==> src/rtl/core/assert_macros.svh <==
// Assertion macros used by the top level of the cache tag unit.
// Depends on nothing; define ASSERT_OFF to compile the checks away.
`ifndef ASSERT_MACROS_SVH
`define ASSERT_MACROS_SVH
`ifndef ASSERT_OFF
`define ASSERT_IMPLIES(label, clk, rst_n, pre, post) \
	label: assert property (@(posedge clk) disable iff (!rst_n) (pre) |-> (post)) \
	else $error("assertion failed");
`define ASSERT_NEXT(label, clk, rst_n, pre, post) \
	label: assert property (@(posedge clk) disable iff (!rst_n) (pre) |=> (post)) \
	else $error("assertion failed");
`else
`define ASSERT_IMPLIES(label, clk, rst_n, pre, post)
`define ASSERT_NEXT(label, clk, rst_n, pre, post)
`endif
`endif

==> src/rtl/core/sawc_pkg.sv <==
// Package of the cache tag unit: payload types, sizes and register codes.
// Depends on nothing.
package sawc_pkg;
	localparam int NUM_SETS_DEF = 8;
	localparam int NUM_WAYS_DEF = 4;
	localparam int BLOCK_BYTES_DEF = 32;
	localparam int ADDR_W = 32;
	localparam int CNT_W = 32;
	localparam int LAT_W = 9;
	localparam int DIRTY_W = 6;
	localparam int CFG_IDX_W = 2;
	localparam int CFG_DATA_W = 8;

	localparam logic [CFG_IDX_W-1:0] REG_ENABLE = 2'd0;
	localparam logic [CFG_IDX_W-1:0] REG_LOOKUP = 2'd1;
	localparam logic [CFG_IDX_W-1:0] REG_READ = 2'd2;
	localparam logic [CFG_IDX_W-1:0] REG_WRITE = 2'd3;

	typedef struct packed {
		logic [ADDR_W-1:0] address;
		logic req_type;
	} req_t;

	typedef struct packed {
		logic [LAT_W-1:0] latency;
		logic hit;
		logic wrote_back;
		logic [CNT_W-1:0] load_count;
		logic [CNT_W-1:0] store_count;
		logic [CNT_W-1:0] load_miss_count;
		logic [CNT_W-1:0] store_miss_count;
		logic [CNT_W-1:0] writeback_count;
		logic [DIRTY_W-1:0] dirty_lines;
	} rsp_t;

	function automatic logic [CNT_W-1:0] sat_inc(input logic [CNT_W-1:0] v);
		return (v == '1) ? v : v + 1'b1;
	endfunction
endpackage

==> src/rtl/core/sawc_fifo.sv <==
// Small two-entry queue that carries transactions from the front to the back.
// Depends on sawc_pkg for the request type.
module sawc_fifo (
	input logic clk,
	input logic arst_n,
	input logic push,
	input sawc_pkg::req_t wdata,
	output logic full,
	input logic pop,
	output logic empty,
	output sawc_pkg::req_t rdata
);
	import sawc_pkg::*;

	req_t mem_q [2];
	logic wptr_q, rptr_q;
	logic [1:0] cnt_q;

	assign full = (cnt_q == 2'd2);
	assign empty = (cnt_q == 2'd0);
	assign rdata = mem_q[rptr_q];

	always_ff @(posedge clk) begin
		if (push && !full) begin
			mem_q[wptr_q] <= wdata;
		end
	end

	always_ff @(posedge clk or negedge arst_n) begin
		if (!arst_n) begin
			wptr_q <= 1'b0;
			rptr_q <= 1'b0;
			cnt_q <= 2'd0;
		end else begin
			if (push && !full) begin
				wptr_q <= ~wptr_q;
			end
			if (pop && !empty) begin
				rptr_q <= ~rptr_q;
			end
			cnt_q <= cnt_q + {1'b0, push && !full} - {1'b0, pop && !empty};
		end
	end
endmodule

==> src/rtl/core/sawc_back.sv <==
// Back end of the cache tag unit: tag state, replacement, counters, result register.
// Depends on sawc_pkg.
module sawc_back #(
	parameter int NUM_SETS = sawc_pkg::NUM_SETS_DEF,
	parameter int NUM_WAYS = sawc_pkg::NUM_WAYS_DEF,
	parameter int BLOCK_BYTES = sawc_pkg::BLOCK_BYTES_DEF
) (
	input logic clk,
	input logic arst_n,
	input logic in_valid,
	input sawc_pkg::req_t in_req,
	output logic in_take,
	input logic cache_enable,
	input logic [sawc_pkg::CFG_DATA_W-1:0] hit_lat,
	input logic [sawc_pkg::CFG_DATA_W-1:0] fill_lat,
	input logic [sawc_pkg::CFG_DATA_W-1:0] evict_lat,
	output logic empty,
	input logic pop,
	output sawc_pkg::rsp_t rsp
);
	import sawc_pkg::*;

	localparam int OFF_W = $clog2(BLOCK_BYTES);
	localparam int SET_W = $clog2(NUM_SETS);
	localparam int WAY_W = $clog2(NUM_WAYS);
	localparam int TAG_W = ADDR_W - OFF_W - SET_W;

	logic [TAG_W-1:0] tag_q [NUM_SETS][NUM_WAYS];
	logic valid_q [NUM_SETS][NUM_WAYS];
	logic dirty_q [NUM_SETS][NUM_WAYS];
	logic [WAY_W-1:0] vptr_q [NUM_SETS];
	logic [CNT_W-1:0] loads_q, stores_q, lmiss_q, smiss_q, wb_q;
	logic [DIRTY_W-1:0] dirty_total_q;
	rsp_t out_q;
	logic out_valid_q;

	logic [SET_W-1:0] set_idx;
	logic [TAG_W-1:0] tag;
	logic is_store, hit, was_dirty, do_it;
	logic [WAY_W-1:0] hit_way, vp;
	logic [LAT_W-1:0] lat;

	assign set_idx = in_req.address[OFF_W +: SET_W];
	assign tag = in_req.address[ADDR_W-1 -: TAG_W];
	assign is_store = in_req.req_type;
	assign in_take = in_valid && (!out_valid_q || pop);
	assign do_it = in_take && cache_enable;
	assign vp = vptr_q[set_idx];
	assign was_dirty = valid_q[set_idx][vp] && dirty_q[set_idx][vp];
	assign empty = !out_valid_q;
	assign rsp = out_q;

	always_comb begin
		hit = 1'b0;
		hit_way = '0;
		for (int w = NUM_WAYS - 1; w >= 0; w--) begin
			if (valid_q[set_idx][w] && tag_q[set_idx][w] == tag) begin
				hit = 1'b1;
				hit_way = WAY_W'(w);
			end
		end
		if (!cache_enable) begin
			lat = {1'b0, is_store ? evict_lat : fill_lat};
		end else if (hit) begin
			lat = {1'b0, hit_lat};
		end else if (was_dirty) begin
			lat = {1'b0, evict_lat} + {1'b0, fill_lat};
		end else begin
			lat = {1'b0, fill_lat};
		end
	end

	always_ff @(posedge clk) begin
		if (do_it && !hit) begin
			tag_q[set_idx][vp] <= tag;
		end
	end

	always_ff @(posedge clk or negedge arst_n) begin
		if (!arst_n) begin
			for (int s = 0; s < NUM_SETS; s++) begin
				vptr_q[s] <= '0;
				for (int w = 0; w < NUM_WAYS; w++) begin
					valid_q[s][w] <= 1'b0;
					dirty_q[s][w] <= 1'b0;
				end
			end
			loads_q <= '0;
			stores_q <= '0;
			lmiss_q <= '0;
			smiss_q <= '0;
			wb_q <= '0;
			dirty_total_q <= '0;
			out_valid_q <= 1'b0;
			out_q <= '0;
		end else begin
			logic [CNT_W-1:0] ld_n, st_n, lm_n, sm_n, wb_n;
			logic [DIRTY_W-1:0] dt_n;
			ld_n = loads_q;
			st_n = stores_q;
			lm_n = lmiss_q;
			sm_n = smiss_q;
			wb_n = wb_q;
			dt_n = dirty_total_q;
			if (do_it) begin
				if (is_store) begin
					st_n = sat_inc(stores_q);
				end else begin
					ld_n = sat_inc(loads_q);
				end
				if (hit) begin
					if (is_store && !dirty_q[set_idx][hit_way]) begin
						dirty_q[set_idx][hit_way] <= 1'b1;
						dt_n = dt_n + 1'b1;
					end
				end else begin
					if (is_store) begin
						sm_n = sat_inc(smiss_q);
					end else begin
						lm_n = sat_inc(lmiss_q);
					end
					if (was_dirty) begin
						wb_n = sat_inc(wb_q);
						dt_n = dt_n - 1'b1;
					end
					if (is_store) begin
						dt_n = dt_n + 1'b1;
					end
					valid_q[set_idx][vp] <= 1'b1;
					dirty_q[set_idx][vp] <= is_store;
					vptr_q[set_idx] <= (32'(vp) == NUM_WAYS - 1) ? '0 : vp + 1'b1;
				end
			end
			loads_q <= ld_n;
			stores_q <= st_n;
			lmiss_q <= lm_n;
			smiss_q <= sm_n;
			wb_q <= wb_n;
			dirty_total_q <= dt_n;
			if (in_take) begin
				out_valid_q <= 1'b1;
				out_q.latency <= lat;
				out_q.hit <= cache_enable && hit;
				out_q.wrote_back <= cache_enable && !hit && was_dirty;
				out_q.load_count <= ld_n;
				out_q.store_count <= st_n;
				out_q.load_miss_count <= lm_n;
				out_q.store_miss_count <= sm_n;
				out_q.writeback_count <= wb_n;
				out_q.dirty_lines <= dt_n;
			end else if (pop) begin
				out_valid_q <= 1'b0;
			end
		end
	end
endmodule

==> src/rtl/core/set_assoc_writeback_cache_tags_unit.sv <==
// Top level of the cache tag unit: config registers, front queue, back end.
// Depends on sawc_pkg, sawc_fifo, sawc_back and assert_macros.svh.
// This unit models the tags of a write-back, write-allocate set-associative data cache
// with round-robin replacement. Each pushed transaction (an address and a load/store flag)
// yields exactly one result transaction with the latency it costs, hit and writeback
// flags, saturating statistics and the current number of dirty lines. Transactions enter
// a two-entry queue and are carried out one per cycle by the back end, which reads and
// updates the flip-flop tag state in that same cycle and registers the result; the
// sustained rate is one transaction per cycle while results are popped, and a result is
// on the result ports in the cycle after acceptance, which needs a free result register.
// Configuration writes must only happen while the unit is idle.
`include "assert_macros.svh"
module set_assoc_writeback_cache_tags_unit #(
	parameter int NUM_SETS = sawc_pkg::NUM_SETS_DEF,
	parameter int NUM_WAYS = sawc_pkg::NUM_WAYS_DEF,
	parameter int BLOCK_BYTES = sawc_pkg::BLOCK_BYTES_DEF
) (
	input logic clk,
	input logic arst_n,
	input logic push,
	input sawc_pkg::req_t req,
	output logic full,
	output logic empty,
	input logic pop,
	output sawc_pkg::rsp_t rsp,
	input logic cfg_we,
	input logic [sawc_pkg::CFG_IDX_W-1:0] cfg_idx,
	input logic [sawc_pkg::CFG_DATA_W-1:0] cfg_data
);
	import sawc_pkg::*;

	logic enable_q;
	logic [CFG_DATA_W-1:0] lookup_q, read_q, write_q;
	logic q_empty, q_take;
	req_t q_req;

	// Configuration registers; every index is defined so no write is dropped.
	always_ff @(posedge clk or negedge arst_n) begin
		if (!arst_n) begin
			enable_q <= 1'b1;
			lookup_q <= 8'd0;
			read_q <= 8'd30;
			write_q <= 8'd10;
		end else if (cfg_we) begin
			case (cfg_idx)
				REG_ENABLE: enable_q <= cfg_data[0];
				REG_LOOKUP: lookup_q <= cfg_data;
				REG_READ: read_q <= cfg_data;
				REG_WRITE: write_q <= cfg_data;
				default: ;
			endcase
		end
	end

	sawc_fifo u_fifo (
		.clk(clk), .arst_n(arst_n),
		.push(push), .wdata(req), .full(full),
		.pop(q_take), .empty(q_empty), .rdata(q_req)
	);

	sawc_back #(
		.NUM_SETS(NUM_SETS), .NUM_WAYS(NUM_WAYS), .BLOCK_BYTES(BLOCK_BYTES)
	) u_back (
		.clk(clk), .arst_n(arst_n),
		.in_valid(!q_empty), .in_req(q_req), .in_take(q_take),
		.cache_enable(enable_q), .hit_lat(lookup_q),
		.fill_lat(read_q), .evict_lat(write_q),
		.empty(empty), .pop(pop), .rsp(rsp)
	);

	// A result that is not taken must stay put.
	`ASSERT_NEXT(a_hold, clk, arst_n, !empty && !pop, !empty && $stable(rsp))
	// Hit and writeback cannot both be reported.
	`ASSERT_IMPLIES(a_excl, clk, arst_n, !empty, !(rsp.hit && rsp.wrote_back))
	// The dirty count never exceeds the number of lines.
	`ASSERT_IMPLIES(a_dirty, clk, arst_n, !empty, 32'(rsp.dirty_lines) <= NUM_SETS * NUM_WAYS)
endmodule
==> config.mk <==
export PLATFORM = sky130hd
export DESIGN_NAME = set_assoc_writeback_cache_tags_unit
export DESIGN_NICKNAME = d
export VERILOG_FILES = /design/src/rtl/core/sawc_pkg.sv /design/src/rtl/core/sawc_fifo.sv /design/src/rtl/core/sawc_back.sv /design/src/rtl/core/set_assoc_writeback_cache_tags_unit.sv
export VERILOG_INCLUDE_DIRS = /design/src /design/src/rtl/core
export SDC_FILE = /design/constraint.sdc
export NUM_CORES = 2
export LEC_CHECK = 0
export BUFFER_PORTS_ARGS = -buffer_cell sky130_fd_sc_hd__buf_2
export CAP_MARGIN = 40
export CORE_MARGIN = 5
export CORE_UTILIZATION = 53
export DETAILED_ROUTE_END_ITERATION = 10
export GPL_TIMING_DRIVEN = 0
export PLACE_DENSITY = 0.8
export SYNTH_ARGS = -nofsm -noshare
export SYNTH_HDL_FRONTEND = slang
export SYNTH_SLANG_ARGS = --single-unit
==> constraint.sdc <==
create_clock -name clk -period 6 [get_ports clk]
set_clock_uncertainty 0.1 [all_clocks]
set_input_delay 0.9 -clock clk [delete_from_list [all_inputs] [get_ports clk]]
set_output_delay 0.9 -clock clk [all_outputs]
set_load 0.05 [all_outputs]
# --- Yosys cells after proc, flatten, opt, wreduce, memory -nomap -nowiden ---
# Memories as Yosys holds them, arrays and structs flattened.
# Index checks and enable logic that the tools add are counted.
totals:
  out_inout_bits: 179
  regBits: 453
  in_bits: 48
  mem_bits_rw: 834
  n_memories: 2
classes:
  n_reduce_logical: 32
  muxes: 78
  order_cmp: 6
  addsub: 12
  n_eq_ne: 15
  bitwise: 8
memory_table:
  columns: ["memory", "depth", "width", "rd", "rd_clocked_by_memory_dff", "write_ports", "line_no", "rtl"]
  rows:
  - ["u_back.tag_q", 8, 96, 1, 0, 1, "sawc_back.sv:28", "logic [TAG_W-1:0] tag_q [NUM_SETS][NUM_WAYS];"]
  - ["u_fifo.mem_q", 2, 33, 1, 0, 1, "sawc_fifo.sv:15", "req_t mem_q [2];"]
op_table:
  columns: ["cell", "count"]
  rows:
  - ["2-to-1 mux 32 bit", 20]
  - ["adder 32 x 1 -> 32 bit (second input constant)", 5]
  - ["equality test 32 bit (second input constant)", 5]
  - ["equality test 24 bit", 4]
  - ["2-to-1 mux 96 bit", 1]
  - ["bitwise OR 32 bit", 2]
  - ["demux 24 bit (select 2 bit)", 1]
  - ["2-to-1 mux 6 bit", 7]
  - ["bitwise mux 32 bit", 1]
  - ["2-to-1 mux 9 bit", 3]
  - ["binary-select mux 4 bit (select 3 bit)", 2]
  - ["demux 4 bit (select 3 bit)", 2]
  - ["2-to-1 mux 24 bit", 1]
  - ["2-to-1 mux 4 bit", 6]
  - ["logical AND 1 bit", 17]
  - ["2-to-1 mux 1 bit", 17]
  - ["bitwise mux 16 bit", 1]
  - ["2-to-1 mux 2 bit", 8]
  - ["adder 6 x 1 -> 6 bit (second input constant)", 2]
  - ["AND reduction 2 bit", 6]
  - ["adder 8 x 8 -> 9 bit", 1]
  - ["equality test 2 bit (second input constant)", 4]
  - ["2-to-1 mux 8 bit", 1]
  - ["binary-select mux 1 bit (select 2 bit)", 3]
  - ["other kinds (20)", 31]

# --- Logic depth before layout (Yosys ltp) ---
# An unclocked memory read counts as a cell.
logic_depth:
  depth_word: 20
  ltp_mapped: 25
  depth_no_buf: 16

# --- Modules after synthesis ---
# Synthesis repeated with hierarchy kept, for this count alone.
hier_totals:
  hier_cells: 3590
  hier_area_um2: 53794.1
by_module_without_submodules:
  columns: ["module", "seq_area_each_um2", "area_per_inst_um2", "n_inst", "cells_each"]
  rows:
  - ["sawc_back", 33672.3, 50100.6, 1, 3414]
  - ["sawc_fifo", 2082.0, 2733.9, 1, 121]
  - ["set_assoc_writeback_cache_tags_unit", 634.4, 959.7, 1, 55]

# --- Worst setup path before layout ---
# Ideal clock, no wire load.
synth_path:
  path_type: "register -> register"
  start: "reg u_fifo.rptr_q"
  end: "mem u_back.tag_q[0][48] (netlist name), enable pin"
  path_slack_ns: 0.893
  path_buffers: 6
  arrival_ns: 4.601
  path_stages_with_launch: 16
  synth_period_minus_slack_ns: 5.107
  setup_time_ns: 0.406
  cell_sequence: "dfrtp_1 -> buf_6 -> buf_6 -> buf_6 -> buf_2 -> buf_2 -> mux2i_1 -> inv_1 -> xnor2_1 -> nand4_1 -> or2_1 -> a2bb2o_1 -> nor3_1 -> clkbuf_1 -> nand2_1 -> nor2_1"
synth_rtl:
  columns: ["item", "line_no", "rtl"]
  rows:
  - ["start, declared", "sawc_fifo.sv:16", "logic wptr_q, rptr_q;"]
  - ["start signal, assigned", "sawc_fifo.sv:39", "rptr_q <= ~rptr_q;"]
  - ["end, declared", "sawc_back.sv:28", null]

# --- Final worst setup path ---
layout_path:
  start: "reg u_fifo.rptr_q"
  end: "reg u_back.out_q (netlist bit u_back.rsp[2])"
layout_via:
  elab_chain_len: 19
layout_lines:
  columns: ["item", "line_no", "rtl"]
  rows:
  - ["memory read (2 x 33 bit) *", null, null]
  - ["branches (longest 16 deep; another with 2-to-1 mux 6 bit)", null, null]
  - ["2-to-1 mux 6 bit *", "sawc_back.sv:111", "if (hit) begin"]
  - ["2-to-1 mux 6 bit *", "sawc_back.sv:105", "if (do_it) begin"]
  - ["end, declared", "sawc_back.sv:34", "rsp_t out_q;"]
# Every way passes the cells marked *. The select of a mux whose other input is x is not followed.
# A chain may end at the register's enable or synchronous reset.

==> flow_summary.yaml <==
route:
  vias: 38100
  drc: 0
  wl_per_cell_um: 29.2
  first_pass_iters: 8
  drt_wl_total_um: 172000
  drtIter0Drc: 6080
  vias_per_cell: 6.46
  ant_nets: 0
logic_synthesis:
  synth_nets: 4011
  synth_simple_gate_area_frac: 0.111
  synth_adder_area_share: 0.00547
  synth_cell_types: 105
  synthArstFlopShare: 0.355
  synth_top_family_by_area: "simple AND/OR/NAND/NOR gates"
  synthCells: 3940
  synth-compound-area-share: 0.0596
  synth-edff-count: 824
  synth_xor_area_frac: 0.0414
  synth_area_um2: 53900
  ys_seq_area_frac: 0.669
  synthMuxAreaShare: 0.0874
  dominantRegCellSynth: "edfxtp_1"
  syn_avg_cell_area_um2: 13.7
  synth_seq_cells: 1277
  yosysWarnings: 0
timing:
  setup_ws_ns: -0.104
  fin_crit_ns: 6.10
  period_share: 1.02
  maxSlewHeadroom: 0.354
  setup_viol: 22
  report.final.hold_viol_count: 0
  hold_ws_ns: 0.0160
  slew_viol_final: 0
  worstMarginPinSlew_ns: 0.969
  fmaxAchievable_ghz: 0.164
placement:
  place_congestion: 0.999
  hpwl_um: 116000
  dpl_worst_slack_ns: -1.12
  dp_cells: 5633
  io_buffers: 221
  place_area_um2: 58900
global_routing:
  track_usage: 0.310
  grt_max_degree: 93
  grt_pass1_wl_um: 247000
  gr-total-overflow: 0
  antenna_found_initial: 6
  grt_pass1_vias: 37600
worst_setup_path:
  critical_path.cell_chain: "buf_6 > mux2_1 > buf_2 > buf_6 > buf_6 > buf_6 > buf_2 > nand2_1 > a31oi_1 > o21ai_0 > nor3_1 > or2_1 > clkbuf_1 > buf_2 > buf_2 > xnor2_1 > ha_1 > nand2_1 > xnor2_1 > xnor2_1 > a311oi_1 > a21oi_1 > a31oi_1"
  r2r_cells: 23
  critical_path_arrival_ns: 6.63
  r2r-end: "u_back.rsp[2]"
  worst-path-max-fanout: 10
  crit_buf_inv: 9
  cp_top_family: "buffers and inverters"
  end_kind: "register"
  cpPeakStageDelay_ns: 0.64
  rrSetupSlack_ns: -0.10
  slowest_stage: "nor3_1"
  worstSetupStartpointType: "register"
  rr_startpoint: "u_fifo.rptr_q"
  crit_type: "reg2reg"
  worst_ep_required_time_ns: 6.53
power_and_ir_drop:
  p_leak_nw: 25.3
  power_density_nw_per_um2: 491
  ir_worst_vdd_mv: 0.326
  combPwrFrac: 0.397
  switching_share: 0.395
  sequentialPowerShare: 0.364
  clockPowerShare: 0.239
  p_sw_mw: 12.3
  p_int_mw: 18.8
job:
  maxCapViolCount: 0
layout:
  finalNonFillerCells: 5895
  final_core_util: 0.624
  nets: 4495
  syn2layout_area_growth_pct: 17.3
  design_area_um2: 63300
  drive_above_1_share: 0.214
run_status:
  status: "finished, violations left"
  violations: "setup timing"
clock_network:
  clk_pin_slew_worst_paths_ns: 0.06
  clockBufferDepth: 3
  cts_buffers: 120
  hold_buffers: 0
  cts_tree: "done"
  cts_root_buf: "clkbuf_16"
  h-tree-depth: 3
  clk_latency_ns: 0.73
  cts.sinks: 1277
die:
  coreArea_um2: 101000
  die_h_um: 329
  dieWidth_um: 329
  initial_utilization: 0.532
  pin_count: 227
  placementRows: 117
  die_area_um2: 108000
hold_path:
  worst_hold_path_type: "in2async"
==> worst register-to-register path, cell delays in order (launching register included) <==
cell	delay, ns
dfrtp_1	0.37
buf_6	0.15
mux2_1	0.19
buf_2	0.21
buf_6	0.27
buf_6	0.26
buf_6	0.28
buf_2	0.43
nand2_1	0.21
a31oi_1	0.33
o21ai_0	0.33
nor3_1	0.64
or2_1	0.20
clkbuf_1	0.24
buf_2	0.29
buf_2	0.31
xnor2_1	0.16
ha_1	0.16
nand2_1	0.08
xnor2_1	0.18
xnor2_1	0.16
a311oi_1	0.29
a21oi_1	0.07
a31oi_1	0.14
==> registers in the layout, summed over array words and instances, names as in the netlist <==
name and count:
read_q 8, u_back.smiss_q 32, u_fifo.cnt_q 2, enable_q 1, u_back.tag_q 768, write_q 8, u_back.wb_q 32, u_back.out_valid_q 1
u_fifo.mem_q 56, u_back.loads_q 32, u_back.dirty_q 32, u_fifo.rptr_q 1, u_back.valid_q 32, u_back.vptr_q 16, u_back.lmiss_q 32, u_fifo.wptr_q 1
u_back.rsp 177, lookup_q 8, u_back.stores_q 32, u_back.dirty_total_q 6
==> kinds of logic after synthesis <==
group	count (synthesis)
XOR/XNOR	254
AND/OR/NAND/NOR	1241
buffers and inverters	271
AO/OA/AOI/OAI	446
flip-flops	1277
multiplexers	428
adder cells (fa/ha/maj)	23
==> final cells by class <==
class / count / area (um^2)
fill: 7051 / 38200
sequential: 1277 / 36100
multi-input combinational: 2392 / 16700
timing repair buffer: 363 / 3490
clock buffer: 157 / 3320
tap: 1368 / 1710
buffer: 185 / 1130
clock inverter: 62 / 459
inverter: 85 / 319
antenna: 6 / 15.0
==> cell usage after synthesis (all sizes together) (7+ instances only) <==
cell,number,share of area
nand2,547,0.038
or3,25,0.0029
mux2i,254,0.047
mux4,18,0.0075
a21oi,45,0.0042
nor3,69,0.0067
xor2,89,0.014
edfxtp,824,0.46
o21bai,10,0.0014
xnor2,165,0.027
or4,19,0.0029
nor3b,12,0.0017
o2111ai,8,0.0015
o21ai,113,0.010
nor2,158,0.011
nand3,137,0.013
a31oi,21,0.0024
inv,84,0.0058
o31ai,34,0.0047
ha,22,0.0051
and3,56,0.0065
nor4b,8,0.0013
and4,13,0.0021
buf,115,0.016
a22oi,11,0.0015
o221ai,27,0.0044
o22ai,31,0.0038
clkbuf,71,0.0049
nand4,59,0.0070
or2,49,0.0057
nor4,51,0.0061
dfstp,7,0.0034
dfrtp,446,0.21
a32o,9,0.0017
and2,14,0.0016
a221oi,13,0.0023
mux2,156,0.033
a32oi,59,0.0096
==> metal layers <==
metal	routed length [um]	share of wire	GRT usage
met1	58000	0.34	0.386
met2	76700	0.45	0.474
met3	23700	0.14	0.0991
met4	13900	0.081	0.198
met5	0	0	0
==> worst max-delay path by stage <==
stage	from	endpoint	slack (ns)	cells past startpoint
3_3_place_gp	arst_n	u_back.rsp[73]	-5.07	1
6_report	u_fifo.rptr_q	u_back.rsp[2]	-0.10	23
5_1_grt	u_fifo.rptr_q	u_back.rsp[2]	-0.15	23
3_5_place_dp	u_fifo.rptr_q	u_back.tag_q[4][60]	-1.12	18
2_1_floorplan	u_fifo.rptr_q	u_back.tag_q[0][48]	0.89	15
4_1_cts	u_fifo.mem_q[0][7]	u_back.valid_q[28]	0.001	18
==> layout by cell type, fill, tap and decap left out, types with 83 or more instances in the layout <==
cell | Yosys | routed
mux2_2 | 153 | 153
clkbuf_16 | 0 | 123
xnor2_1 | 164 | 162
dfrtp_1 | 446 | 446
nor2_1 | 153 | 120
nand2_1 | 546 | 542
xor2_1 | 89 | 89
edfxtp_1 | 824 | 824
clkbuf_1 | 71 | 88
o21ai_0 | 91 | 91
mux2i_1 | 253 | 248
inv_1 | 83 | 83
nand3_1 | 136 | 136
buf_2 | 54 | 273
==> timing repair <==
item / CTS / global route
gates resized for setup: 11 / 22
pin swaps: 23 / 4
setup endpoints to repair: 752 / 777
buffers inserted: 26 / 7
==> through the flow <==
stage          power, mW  TNS (ns)
2_1_floorplan       18.2         0
3_3_place_gp        22.0  -4885.54
3_5_place_dp        23.0   -684.38
4_1_cts             30.4         0
5_1_grt             31.8    -0.380
6_report            31.1    -0.451
==> power groups by stage <==
stage               Combinational [mW]  Sequential, mW  Clock [mW]
finish                            12.3            11.3        7.43
global route                      12.6            11.4        7.79
CTS                               11.7            11.3        7.40
detailed placement                11.6            11.4           0
global placement                  10.6            11.5           0
floorplan                         6.24            12.0           0
No activity file was read; power rests on OpenSTA's default activity.
